<file path="config.mk">
export PLATFORM = sky130hd
export DESIGN_NAME = binary_clock_with_button_set
export DESIGN_NICKNAME = d
export VERILOG_FILES = /design/src/hdl/bcbs_pkg.sv /design/src/hdl/bcbs_core.sv /design/src/hdl/binary_clock_with_button_set.sv
export SDC_FILE = /design/constraint.sdc
export NUM_CORES = 1
export LEC_CHECK = 0
export ABC_AREA = 1
export BUFFER_PORTS_ARGS = -buffer_cell sky130_fd_sc_hd__buf_2
export CORE_ASPECT_RATIO = 1.25
export CORE_MARGIN = 8
export CORE_UTILIZATION = 34
export DETAILED_ROUTE_END_ITERATION = 7
export MAX_ROUTING_LAYER = met4
export PLACE_DENSITY = 0.59
export SLEW_MARGIN = 30
export SYNTH_ARGS = -nofsm -noshare
export SYNTH_HDL_FRONTEND = slang
export SYNTH_SLANG_ARGS = --single-unit
</file>
<file path="constraint.sdc">
create_clock -name aclk -period 5 [get_ports aclk]
set_clock_uncertainty 0.15 [all_clocks]
set_input_delay 0.25 -clock aclk [delete_from_list [all_inputs] [get_ports aclk]]
set_output_delay 0.25 -clock aclk [all_outputs]
set_load 0.02 [all_outputs]
</file>
<file path="src/hdl/bcbs_pkg.sv">
// ----------------------------------------------------------------------------
// bcbs_pkg
// Shared types, codes and reset values of the binary clock with button set.
// ----------------------------------------------------------------------------
package bcbs_pkg;

    localparam int CfgIdxW   = 8;
    localparam int ThreshW   = 16;
    localparam int InDataW   = 8;
    localparam int OutDataW  = 32;

    localparam logic [CfgIdxW-1:0] CFG_SHORT_MIN = 8'd0;
    localparam logic [CfgIdxW-1:0] CFG_LONG_MIN  = 8'd1;

    localparam logic [ThreshW-1:0] SHORT_MIN_RST = 16'd10;
    localparam logic [ThreshW-1:0] LONG_MIN_RST  = 16'd5000;
    localparam logic [ThreshW-1:0] PRESS_MAX     = 16'hFFFF;

    localparam logic [1:0] FIELD_HOURS   = 2'd0;
    localparam logic [1:0] FIELD_MINUTES = 2'd1;
    localparam logic [1:0] FIELD_SECONDS = 2'd2;
    localparam logic [1:0] FIELD_PAST    = 2'd3;

    localparam logic [5:0] SEC_RST   = 6'd5;
    localparam logic [5:0] MIN_RST   = 6'd5;
    localparam logic [5:0] HOUR_RST  = 6'd17;
    localparam logic [5:0] WRAP_60   = 6'd60;
    localparam logic [3:0] HOUR_WRAP = 4'd13;

    typedef struct packed {
        logic [5:0] sec;
        logic [5:0] min;
        logic [5:0] hour;
        logic [1:0] field;
        logic       edit;
    } clk_state_t;

    typedef struct packed {
        logic [1:0] day_half;
        logic [3:0] hour_now;
        logic [5:0] minutes_now;
        logic [5:0] seconds_now;
        logic       edit_mode;
        logic [1:0] shown_field;
        logic [5:0] shown_value;
    } result_t;

    function automatic clk_state_t settle(input clk_state_t st);
        clk_state_t r;
        r = st;
        if (r.sec == WRAP_60) begin
            r.sec = '0;
            r.min = r.min + 6'd1;
        end
        if (r.min == WRAP_60) begin
            r.min  = '0;
            r.hour = r.hour + 6'd1;
        end
        if (r.hour[3:0] == HOUR_WRAP) begin
            r.hour = {~r.hour[5:4], 4'd1};
        end
        if (r.field == FIELD_PAST) begin
            r.field = FIELD_HOURS;
            r.edit  = 1'b0;
        end
        return r;
    endfunction

endpackage

</file>
<file path="src/hdl/bcbs_core.sv">
// ----------------------------------------------------------------------------
// bcbs_core
// Time and setter state with its single-pass next-state logic.
// ----------------------------------------------------------------------------
module bcbs_core
    import bcbs_pkg::*;
(
    input  logic               aclk,
    input  logic               aresetn,
    input  logic               step_en,
    input  logic               second_tick,
    input  logic               button_down,
    input  logic [ThreshW-1:0] short_min,
    input  logic [ThreshW-1:0] long_min,
    output result_t            result_next
);

    clk_state_t         state_reg, state_next;
    logic [ThreshW-1:0] press_reg, press_next;
    logic               was_down_reg;

    always_comb begin
        clk_state_t st;
        logic       short_hit;
        logic       long_hit;
        st         = state_reg;
        press_next = press_reg;
        short_hit  = (press_reg > short_min) && (press_reg < long_min);
        long_hit   = (press_reg > long_min);

        if (second_tick) begin
            st.sec = st.sec + 6'd1;
            st     = settle(st);
        end

        if (button_down) begin
            if (press_reg != PRESS_MAX) begin
                press_next = press_reg + 16'd1;
            end
        end else if (was_down_reg) begin
            if (short_hit) begin
                if (st.edit) begin
                    case (st.field)
                        FIELD_HOURS:   st.hour = st.hour + 6'd1;
                        FIELD_MINUTES: st.min  = st.min + 6'd1;
                        FIELD_SECONDS: st.sec  = st.sec + 6'd1;
                        default:       ;
                    endcase
                end else begin
                    st.field = st.field + 2'd1;
                end
            end
            if (long_hit) begin
                if (st.edit) begin
                    st.field = st.field + 2'd1;
                end else begin
                    st.edit  = 1'b1;
                    st.field = FIELD_HOURS;
                end
            end
            press_next = '0;
        end

        state_next = settle(st);

        case (state_next.field)
            FIELD_HOURS:   result_next.shown_value = state_next.hour;
            FIELD_MINUTES: result_next.shown_value = state_next.min;
            default:       result_next.shown_value = state_next.sec;
        endcase
        result_next.shown_field = state_next.field;
        result_next.edit_mode   = state_next.edit;
        result_next.seconds_now = state_next.sec;
        result_next.minutes_now = state_next.min;
        result_next.hour_now    = state_next.hour[3:0];
        result_next.day_half    = state_next.hour[5:4];
    end

    always_ff @(posedge aclk) begin
        if (!aresetn) begin
            state_reg.sec   <= SEC_RST;
            state_reg.min   <= MIN_RST;
            state_reg.hour  <= HOUR_RST;
            state_reg.field <= FIELD_SECONDS;
            state_reg.edit  <= 1'b0;
            press_reg       <= '0;
            was_down_reg    <= 1'b0;
        end else if (step_en) begin
            state_reg    <= state_next;
            press_reg    <= press_next;
            was_down_reg <= button_down;
        end
    end

endmodule

</file>
<file path="src/hdl/binary_clock_with_button_set.sv">
// An accepted item is held in the input register; its result item is then registered in the result register.
// Throughput: one item per cycle; input register and result register advance
// together whenever the result slot is empty or being taken.
// Reset: synchronous, active low; time 1:05:05 day-half 1, seconds shown,
// edit mode off, thresholds 10 and 5000, both channels empty.
// ----------------------------------------------------------------------------
// binary_clock_with_button_set
// Twelve-hour binary clock with a one-button setter, one sample tick per item.
// ----------------------------------------------------------------------------
module binary_clock_with_button_set
    import bcbs_pkg::*;
(
    input  logic                aclk,
    input  logic                aresetn,
    input  logic                s_tvalid,
    output logic                s_tready,
    input  logic [InDataW-1:0]  s_tdata,   // second_tick, button_down
    output logic                m_tvalid,
    input  logic                m_tready,
    output logic [OutDataW-1:0] m_tdata,   // shown_value, shown_field, edit_mode,
                                           // seconds_now, minutes_now, hour_now,
                                           // day_half
    input  logic                cfg_valid,
    output logic                cfg_ready,
    input  logic [CfgIdxW-1:0]  cfg_index,
    input  logic [ThreshW-1:0]  cfg_data
);

    logic               in_valid_reg;
    logic               tick_reg;
    logic               down_reg;
    logic               out_valid_reg;
    result_t            result_reg;
    result_t            result_next;
    logic [ThreshW-1:0] short_min_reg;
    logic [ThreshW-1:0] long_min_reg;
    logic               advance;
    logic               step_en;

    assign advance   = !out_valid_reg || m_tready;
    assign step_en   = advance && in_valid_reg;
    assign s_tready  = !in_valid_reg || advance;
    assign cfg_ready = 1'b1;
    assign m_tvalid  = out_valid_reg;
    assign m_tdata   = {{(OutDataW - $bits(result_t)){1'b0}}, result_reg};

    bcbs_core u_core (
        .aclk        (aclk),
        .aresetn     (aresetn),
        .step_en     (step_en),
        .second_tick (tick_reg),
        .button_down (down_reg),
        .short_min   (short_min_reg),
        .long_min    (long_min_reg),
        .result_next (result_next)
    );

    always_ff @(posedge aclk) begin
        if (!aresetn) begin
            in_valid_reg  <= 1'b0;
            out_valid_reg <= 1'b0;
            short_min_reg <= SHORT_MIN_RST;
            long_min_reg  <= LONG_MIN_RST;
        end else begin
            if (s_tready) begin
                in_valid_reg <= s_tvalid;
            end
            if (advance) begin
                out_valid_reg <= in_valid_reg;
            end
            if (cfg_valid) begin
                unique case (cfg_index)
                    CFG_SHORT_MIN: short_min_reg <= cfg_data;
                    CFG_LONG_MIN:  long_min_reg  <= cfg_data;
                    default:       ;
                endcase
            end
        end
    end

    always_ff @(posedge aclk) begin
        if (s_tready && s_tvalid) begin
            tick_reg <= s_tdata[0];
            down_reg <= s_tdata[1];
        end
        if (step_en) begin
            result_reg <= result_next;
        end
    end

`ifndef SYNTHESIS
    a_field_valid: assert property (@(posedge aclk) disable iff (!aresetn)
        m_tvalid |-> (m_tdata[7:6] != FIELD_PAST))
        else $error("result item shows field past seconds");

    a_hour_range: assert property (@(posedge aclk) disable iff (!aresetn)
        m_tvalid |-> (m_tdata[24:21] != 4'd0) && (m_tdata[24:21] != HOUR_WRAP))
        else $error("result item hour out of range");

    a_advance: assert property (@(posedge aclk) disable iff (!aresetn)
        (in_valid_reg && !out_valid_reg) |=> out_valid_reg)
        else $error("held item not moved to result register");

    a_reset_empty: assert property (@(posedge aclk)
        !aresetn |=> !m_tvalid)
        else $error("result channel not empty after reset");
`endif

endmodule

</file>
==> Yosys cells after proc, flatten, opt, wreduce, memory -nomap -nowiden <==
Cells that the tools add are included.
Widths: inputs -> output; s select.
{ "totals": {"reg_bits": 101, "latchBits": 0, "mem_bits_rw": 0, "romBits": 0, "in_bits": 37, "out_inout_bits": 35, "elab_cells": 91, "n_memories": 0} }
{ "classes": {"add_sub_neg": 11, "multipliers": 0, "n_div": 0, "order_cmp": 3, "n_eq_ne": 14, "shift": 0, "mux": 27, "n_bitwise": 2, "n_reduce_logical": 14} }
{ "ops": {"columns": ["operator", "count"], "rows": [
  ["$mux 12", 6],
  ["$mux 21", 3],
  ["$mux 20", 3],
  ["$add 6x1->6 const B", 8],
  ["$mux 16", 3],
  ["$gt 16x16->1", 2],
  ["$mux 6", 5],
  ["$eq 6x6->1 const B", 4],
  ["$mux 18", 1],
  ["$add 16x1->16 const B", 1],
  ["$lt 16x16->1", 1],
  ["$ne 16x16->1 const B", 1],
  ["$pmux 6 s2", 1],
  ["$mux 3", 3],
  ["$eq 4x4->1 const B", 2],
  ["$eq 8x1->1 const B", 1],
  ["$logic_not 8->1", 1],
  ["$eq 2x2->1 const B", 3],
  ["$add 2x1->2 const B", 2],
  ["$eq 2x1->1 const B", 2],
  ["$logic_not 2->1", 2],
  ["$mux 2", 2],
  ["$not 2->2", 2],
  ["$reduce_and 2->1", 2],
  ["6 further kinds", 10]
]} }

==> Longest topological paths before layout <==
Gate-level depths: netlist (run 1).
{ "logic_depth": {"ltp_word": 28, "mapped_depth": 33, "ltp_nobuf": 33} }

==> Modules after synthesis <==
Synthesis (run 1) repeated with hierarchy kept, for this count alone.
{ "unflattened": {"cells_unflattened": 1097, "area_unflattened_um2": 7464.7} }
{ "by_module_without_submodules": {"columns": ["module", "n_inst", "cells_per_inst", "area_each_um2", "seq_area_each_um2"], "rows": [
  ["bcbs_core", 1, 852, 5053.6, 760.7],
  ["binary_clock_with_button_set", 1, 245, 2411.1, 1551.5]
]} }

==> Worst setup path before layout (run 1) <==
OpenSTA, ideal clock, no wires.
{ "synth_path": {"kind": "register to register", "from": "register u_core.state_reg[15] in the netlist's numbering", "to": "register result_reg, in the netlist m_tdata[2], data pin", "setup_time_ps": 254, "arrival_time_ps": 3320, "t_required_ps": 4596, "path_slack_ps": 1276, "path_stages_with_launch": 31, "path_buffers": 0, "synth_period_minus_slack_ps": 3724, "path_cell_list": "dfxtp_1 -> ha_1 -> inv_1 -> nand2_1 -> nand3_2 -> inv_1 -> nand2_1 -> nor2_4 -> nand3b_1 -> nand2_1 -> nand2_1 -> o21ai_1 -> inv_2 -> ha_1 -> inv_1 -> o21ai_1 -> ha_1 -> nand2_1 -> nand2_2 -> nor2_2 -> nand2_1 -> nor2_4 -> nand3_4 -> nand2_1 -> nand2_2 -> nor2_4 -> nand2_2 -> nand2_1 -> o21ai_1 -> nand2_1 -> nand2_1"} }
{ "synth_rtl": {"columns": ["item", "line_no", "rtl"], "rows": [
  ["start: declaration", "bcbs_core.sv:18", "clk_state_t state_reg, state_next;"],
  ["start signal: assignment", "bcbs_core.sv:89", "state_reg <= state_next;"],
  ["end signal: assignment", "binary_clock_with_button_set.sv:87", "result_reg <= result_next;"],
  ["end: declaration", "binary_clock_with_button_set.sv:33", "result_t result_reg;"]
]} }

==> results of run 1 <==
[timing repair]
item	in CTS	in global routing
endpoints found under the setup margin	0	0
gates resized for setup	0	0
hold buffers	7	0
hold endpoints to repair	7	0
[final timing paths]
kind	startpoint	endpoint	slack, ns	cells past startpoint
setup / recovery	u_core.state_reg[16]$_SDFFE_PN0P_	m_tdata[2]$_DFFE_PP_	0.69	30
hold reg to reg	long_min_reg[6]$_SDFFE_PN0P_	long_min_reg[6]$_SDFFE_PN0P_	0.32	2
setup reg to reg	u_core.state_reg[16]$_SDFFE_PN0P_	m_tdata[2]$_DFFE_PP_	0.69	30
hold / removal	cfg_data[0]	long_min_reg[0]$_SDFFE_PN0P_	0.02	3
[per-layer routing]
metal  track usage [%]  vias to the layer above
li1                  -                     3390
met1              16.2                     2877
met2              25.6                       81
met3              2.32                       22
met4              4.82                        0
met5                 -                        -
[stage by stage]
step	power, µW	instance area (µm²)	instances	utilization [%]	setup WS (ns)
2_1_floorplan	1180	7040	1018	-	1.28
3_3_place_gp	1270	7570	1327	36.9	0.750
3_5_place_dp	1270	7570	1327	36.9	0.690
4_1_cts	1970	7930	1350	38.7	0.676
5_1_grt	2050	7940	1350	38.7	0.172
6_report	1950	7940	1350	38.7	0.688
[cells by family after synthesis]
kind of cell,count (synthesis)
other cells,2
buf+inv,193
xor+xnor,11
flops,101
simple gates,495
fa+ha+maj,49
compound gates,163
[synthesized netlist by cell type (3+ instances only)]
master | count | share of area [%]
ha_1 | 49 | 8.7
nand2_2 | 30 | 2.7
o21ai_0 | 49 | 3.5
nand3_2 | 9 | 1.3
o211ai_1 | 10 | 1.1
inv_2 | 10 | 0.53
o21bai_1 | 4 | 0.43
nand3b_1 | 4 | 0.43
edfxtp_1 | 29 | 12
xnor2_1 | 3 | 0.37
clkinv_1 | 5 | 0.27
a21o_1 | 4 | 0.43
nand4_1 | 22 | 2.0
nor2_2 | 8 | 0.71
nor3_1 | 12 | 0.85
a211oi_1 | 6 | 0.64
nand2_1 | 256 | 14
inv_1 | 149 | 8.0
xor2_1 | 7 | 0.87
nor2_1 | 80 | 4.3
a21oi_1 | 69 | 4.9
nand3_1 | 56 | 4.0
nand3_4 | 3 | 0.75
dfxtp_1 | 72 | 21
o21ai_1 | 7 | 0.50
buf_4 | 8 | 0.85
o21ai_2 | 3 | 0.37
nor2_4 | 9 | 1.4
clkbuf_1 | 18 | 0.96
[worst register-to-register path: cells and delay by family (launching register included)]
family                     cells  cell delay [ns]
buffers and inverters          4             0.24
DFF                            1             0.45
and+or+nand+nor               20             1.89
AOI/OAI and AO/OA              3             0.50
adders and majority gates      3             0.83
[power groups by stage]
stage          clock network, µW  logic, µW  registers [µW]
2_1_floorplan                  0        245             933
3_3_place_gp                   0        345             924
3_5_place_dp                   0        350             925
4_1_cts                      709        355             906
5_1_grt                      745        399             910
6_report                     691        351             905
[cell type report]
type,instances,area (µm²),share of cell area [%]
Clock buffer,10,233,2.93
Clock inverter,6,60.1,0.757
Inverter,164,616,7.75
Multi-Input combinational cell,724,3970,50.0
Sequential cell,101,2310,29.1
Tap cell,274,343,4.32
Timing Repair Buffer,71,403,5.07
==> flow_metrics.tcl, run 1 <==
set metrics [dict create \
    slew_headroom_pct 41.8 \
    slew_violations 0 \
    final_common_cell "nand2_1" \
    grt_pass1_wl_mm 28.7 \
    p_seq_share_pct 46.5 \
    yosys_warnings 0 \
    gp_congestion 0.848 \
    start_kind "flop" \
    hp-class "input port to flop" \
    final_cell_mix "256 x nand2_1, 149 x inv_1, 80 x nor2_1" \
    synth-seq-area-share_pct 32.9 \
    path_clk_slew_ns 0.08 \
    die_h_um 177 \
    synth_seq_cells 101 \
    synthMuxAreaShare_pct 0 \
    cts_max_path_buffers 2 \
    largest_reg_flops 27 \
    synth_xor_area_share_pct 1.48 \
    ys.flop_type "dfxtp_1" \
    cts_buffers 9 \
    ioPinCount 72 \
    synth-edff-count 29 \
    fmax_ghz 0.232 \
    firstDrtPassIters 5 \
    fill_cells 2276 \
    grt_max_degree 45 \
    synthDistinctLibCells 47 \
    die_x_um 145 \
    cts_sinks 101 \
    setup_violations 0 \
    critPathBufInv 4 \
    cp_slowest_stage_delay_ns 0.45 \
    power_density_mw_per_mm2 245 \
    overflow 0 \
    synth_top_family_by_area "simple AND/OR/NAND/NOR gates" \
    num_rows 59 \
    critPathArrivalTime_ns 4.28 \
    async_flop_share_pct 0 \
    grt_pass1_vias 5966 \
    ant_nets 0 \
    fin_crit_ns 4.31 \
    worstSetupEndpointType "flop" \
    pwr-share-clk_pct 35.5 \
    ir_drop_v 0.000149 \
    avgViaCountPerCell 4.72 \
    netlist_area_mm2 0.00703 \
    drc 0 \
    start_util_pct 34.3 \
    rsz0062_at_grt "false" \
    top_layer "met4" \
    critPathTopFamily "simple AND/OR/NAND/NOR gates" \
    wl_per_cell_um 12.7 \
    p_comb_share_pct 18.0 \
    clk_latency_ns 0.36 \
    worst-path-max-fanout 7 \
    cts.htree.levels 3 \
    slowest_stage "dfxtp_1" \
    track_usage_pct 14.5 \
    status "finished clean" \
    coreArea_mm2 0.0205 \
    met2_length_mm 8.84 \
    crit_top_cell "nand2_1" \
    cts_setup_buffers 0 \
    p_sw_share_pct 30.9 \
    wl_met1_mm 7.45 \
    timing.hold.ws_ns 0.0180 \
    dp_hpwl_mm 13.4 \
    vias 6370 \
    wl_met3_um 455 \
    cts_tree "yes" \
    drive_gt1_share_pct 14.9 \
    cap_violations 0 \
    crit_type "flop to flop" \
    synth_simple_gate_area_share_pct 32.7 \
    cts-root-buf "clkbuf_16" \
    fin_setup_tns_ns 0 \
    drt_iter0_markers 269 \
    antenna_cells 0 \
    syn_to_final_growth_pct 12.9 \
    hold_viol_final 0 \
    critical_path_required_ns 4.97 \
    synth_compound_area_share_pct 13.2 \
    tightestPinTransition_ns 0.871 \
    leakagePower_uw 0.00378 \
    internal_power_uw 1340 \
    syn_inst 1014 \
    routed_wl_mm 17.1 \
    p_sw_uw 603 \
    period_share_pct 86.2 \
    syn_avg_cell_area_um2 6.93 \
    nets 1157 \
    antenna_found_initial 0 \
    synthAdderAreaFrac_pct 8.72 \
    io_buffers 59 \
    dieArea_mm2 0.0256 \
]
Note: power is estimated with default switching activity, not from simulation.
==> inputs of run 2 (changes only) <==
--- a/config.mk
+++ b/config.mk
@@ -7,12 +7,14 @@
 export LEC_CHECK = 0
 export ABC_AREA = 1
 export BUFFER_PORTS_ARGS = -buffer_cell sky130_fd_sc_hd__buf_2
+export CAP_MARGIN = 10
 export CORE_ASPECT_RATIO = 1.25
 export CORE_MARGIN = 8
 export CORE_UTILIZATION = 34
 export DETAILED_ROUTE_END_ITERATION = 7
 export MAX_ROUTING_LAYER = met4
 export PLACE_DENSITY = 0.59
+export RECOVER_POWER = 50
 export SLEW_MARGIN = 30
 export SYNTH_ARGS = -nofsm -noshare
 export SYNTH_HDL_FRONTEND = slang
==> run 2 against run 1 <==
  * The run now ends with capacitance limit, slew limit left
  * Sequential share of layout area increased by 0.18 points
  * Critical path depth unchanged
  * Critical path type unchanged
  * Total power fell by 0.28%
  * Register-to-register slack hardly changed
  * First-iteration DRC count down 3.0%
  * Die area stayed put
==> flow_metrics.tcl, run 2 (same netlist as run 1, synthesis figures left out) <==
set metrics [dict create \
    hp-class "input port to flop" \
    cp_slowest_stage_delay_ns 0.45 \
    vias 6311 \
    power_density_mw_per_mm2 246 \
    status "finished with violations" \
    worstSetupEndpointType "flop" \
    fill_cells 2290 \
    syn_to_final_growth_pct 12.2 \
    r2r_cells 30 \
    slowest_stage "dfxtp_1" \
    period_share_pct 86.2 \
    drive_gt1_share_pct 11.8 \
    avgViaCountPerCell 4.67 \
    cts-root-buf "clkbuf_16" \
    ant_nets 0 \
    coreArea_mm2 0.0205 \
    rsz0062_at_grt "false" \
    regArea_mm2 0.00231 \
    final_common_cell "nand2_1" \
    start_kind "flop" \
    critical_path_required_ns 4.97 \
    num_rows 59 \
    overflow 0 \
    gp_congestion 0.848 \
    largest_reg_flops 27 \
    grt_pass1_wl_mm 28.7 \
    cts_setup_buffers 0 \
    cts_tree "yes" \
    start_util_pct 34.3 \
    cts_resized 0 \
    finish.utilization_pct 38.4 \
    multiInputGateArea_mm2 0.00397 \
    worst-path-max-fanout 7 \
    clk_latency_ns 0.36 \
    worstHoldEndpoint "long_min_reg[0]$_SDFFE_PN0P_" \
    violations "capacitance limit, slew limit" \
    drc 0 \
    cts_max_path_buffers 2 \
    ir_drop_v 0.000149 \
    fmax_ghz 0.232 \
    p_sw_uw 601 \
    setup_violations 0 \
    p_total_uw 1940 \
    internal_power_uw 1340 \
    crit_top_cell "nand2_1" \
    leakagePower_uw 0.00369 \
    cts.htree.levels 3 \
    slew_headroom_pct -40.0 \
    hold_buffers 7 \
    ioPinCount 72 \
    fin_crit_ns 4.31 \
    p_comb_share_pct 17.8 \
    r2r_slack_ns 0.69 \
    antenna_found_initial 0 \
    dieArea_mm2 0.0256 \
    io_buffers 59 \
    timing.hold.ws_ns 0.0206 \
    final_cell_mix "256 x nand2_1, 149 x inv_1, 80 x nor2_1" \
    drt_iter0_markers 261 \
    cap_violations 2 \
    pwr-share-clk_pct 35.5 \
    firstDrtPassIters 4 \
    grt_max_degree 45 \
    grt_pass1_vias 5966 \
    slew_violations 88 \
    p_sw_share_pct 30.9 \
    crit_type "flop to flop" \
    die_h_um 177 \
    r2r_end "m_tdata[2]$_DFFE_PP_" \
    hp-start "cfg_data[0]" \
    critPathArrivalTime_ns 4.28 \
    die_x_um 145 \
    cts_sinks 101 \
    wl_per_cell_um 12.7 \
    setup_ws_ns 0.692 \
    track_usage_pct 14.5 \
    cts_buffers 9 \
    path_clk_slew_ns 0.08 \
    routed_wl_mm 17.1 \
    dp_hpwl_mm 13.4 \
    hold_viol_final 0 \
    nets 1157 \
    r2r-start "u_core.state_reg[16]$_SDFFE_PN0P_" \
    p_seq_share_pct 46.7 \
    fin_setup_tns_ns 0 \
    place_ws_ns 0.690 \
    hold_depth 3 \
    tightestPinTransition_ns 2.10 \
    antenna_cells 0 \
]
-- run 2: cell count changes in the layout (fill, tap and decap cells not counted) --
cell	change
buf_2	-30
buf_4	-2
nand3_2	-1
clkbuf_1	+32
nand3_1	+1
-- run 2: power groups by stage --
stage	logic (µW)	clock network (µW)	registers (µW)
detailed placement	350	0	925
global route	395	745	911
CTS	355	709	906
floorplan	245	0	933
finish	346	689	906
global placement	345	0	924
-- run 2: critical path: cells and delay by family, from the launching register on --
family	cells	cell delay [ns]
simple gates	20	1.89
compound gates	3	0.51
buf+inv	4	0.24
flops	1	0.45
fa+ha+maj	3	0.83
-- run 2: how the worst max path moves through the flow --
| stage | from | end | slack [ns] | cells after the start |
|---|---|---|---|---|
| final | u_core.state_reg[16]$_SDFFE_PN0P_ | m_tdata[2]$_DFFE_PP_ | 0.69 | 30 |
| after global routing | u_core.state_reg[16]$_SDFFE_PN0P_ | m_tdata[2]$_DFFE_PP_ | 0.17 | 30 |
| after CTS | u_core.state_reg[15]$_SDFFE_PN1P_ | m_tdata[2]$_DFFE_PP_ | 0.68 | 30 |
| after detailed placement | u_core.state_reg[15]$_SDFFE_PN1P_ | m_tdata[2]$_DFFE_PP_ | 0.69 | 30 |
| after global placement | u_core.state_reg[16]$_SDFFE_PN0P_ | m_tdata[2]$_DFFE_PP_ | 0.75 | 30 |
| after floorplan | u_core.state_reg[15]$_SDFFE_PN1P_ | m_tdata[2]$_DFFE_PP_ | 1.28 | 30 |
-- run 2: per-layer routing --
layer | track usage (%) | wire length [µm] | vias to the layer above | share of wire, %
met5 | - | 0 | - | 0
met4 | 4.82 | 327 | 0 | 1.9
met3 | 2.32 | 437 | 18 | 2.6
met2 | 25.6 | 8930 | 75 | 52
met1 | 16.2 | 7410 | 2828 | 43
li1 | - | - | 3390 | -
-- run 2: area by class of cell --
class                   instances  share of cell area, %
inverters                     164                   7.80
multi-input cells             724                   50.3
clock buffers                  10                   2.95
repair buffers                 71                   4.54
clock inverters                 6                  0.761
well taps                     274                   4.35
flip-flops and latches        101                   29.3
-- run 2: metrics by stage --
stage,std cells,area [µm²]
6_report,1350,7890
5_1_grt,1350,7890
3_5_place_dp,1327,7570
3_3_place_gp,1327,7570
4_1_cts,1350,7930
2_1_floorplan,1018,7040
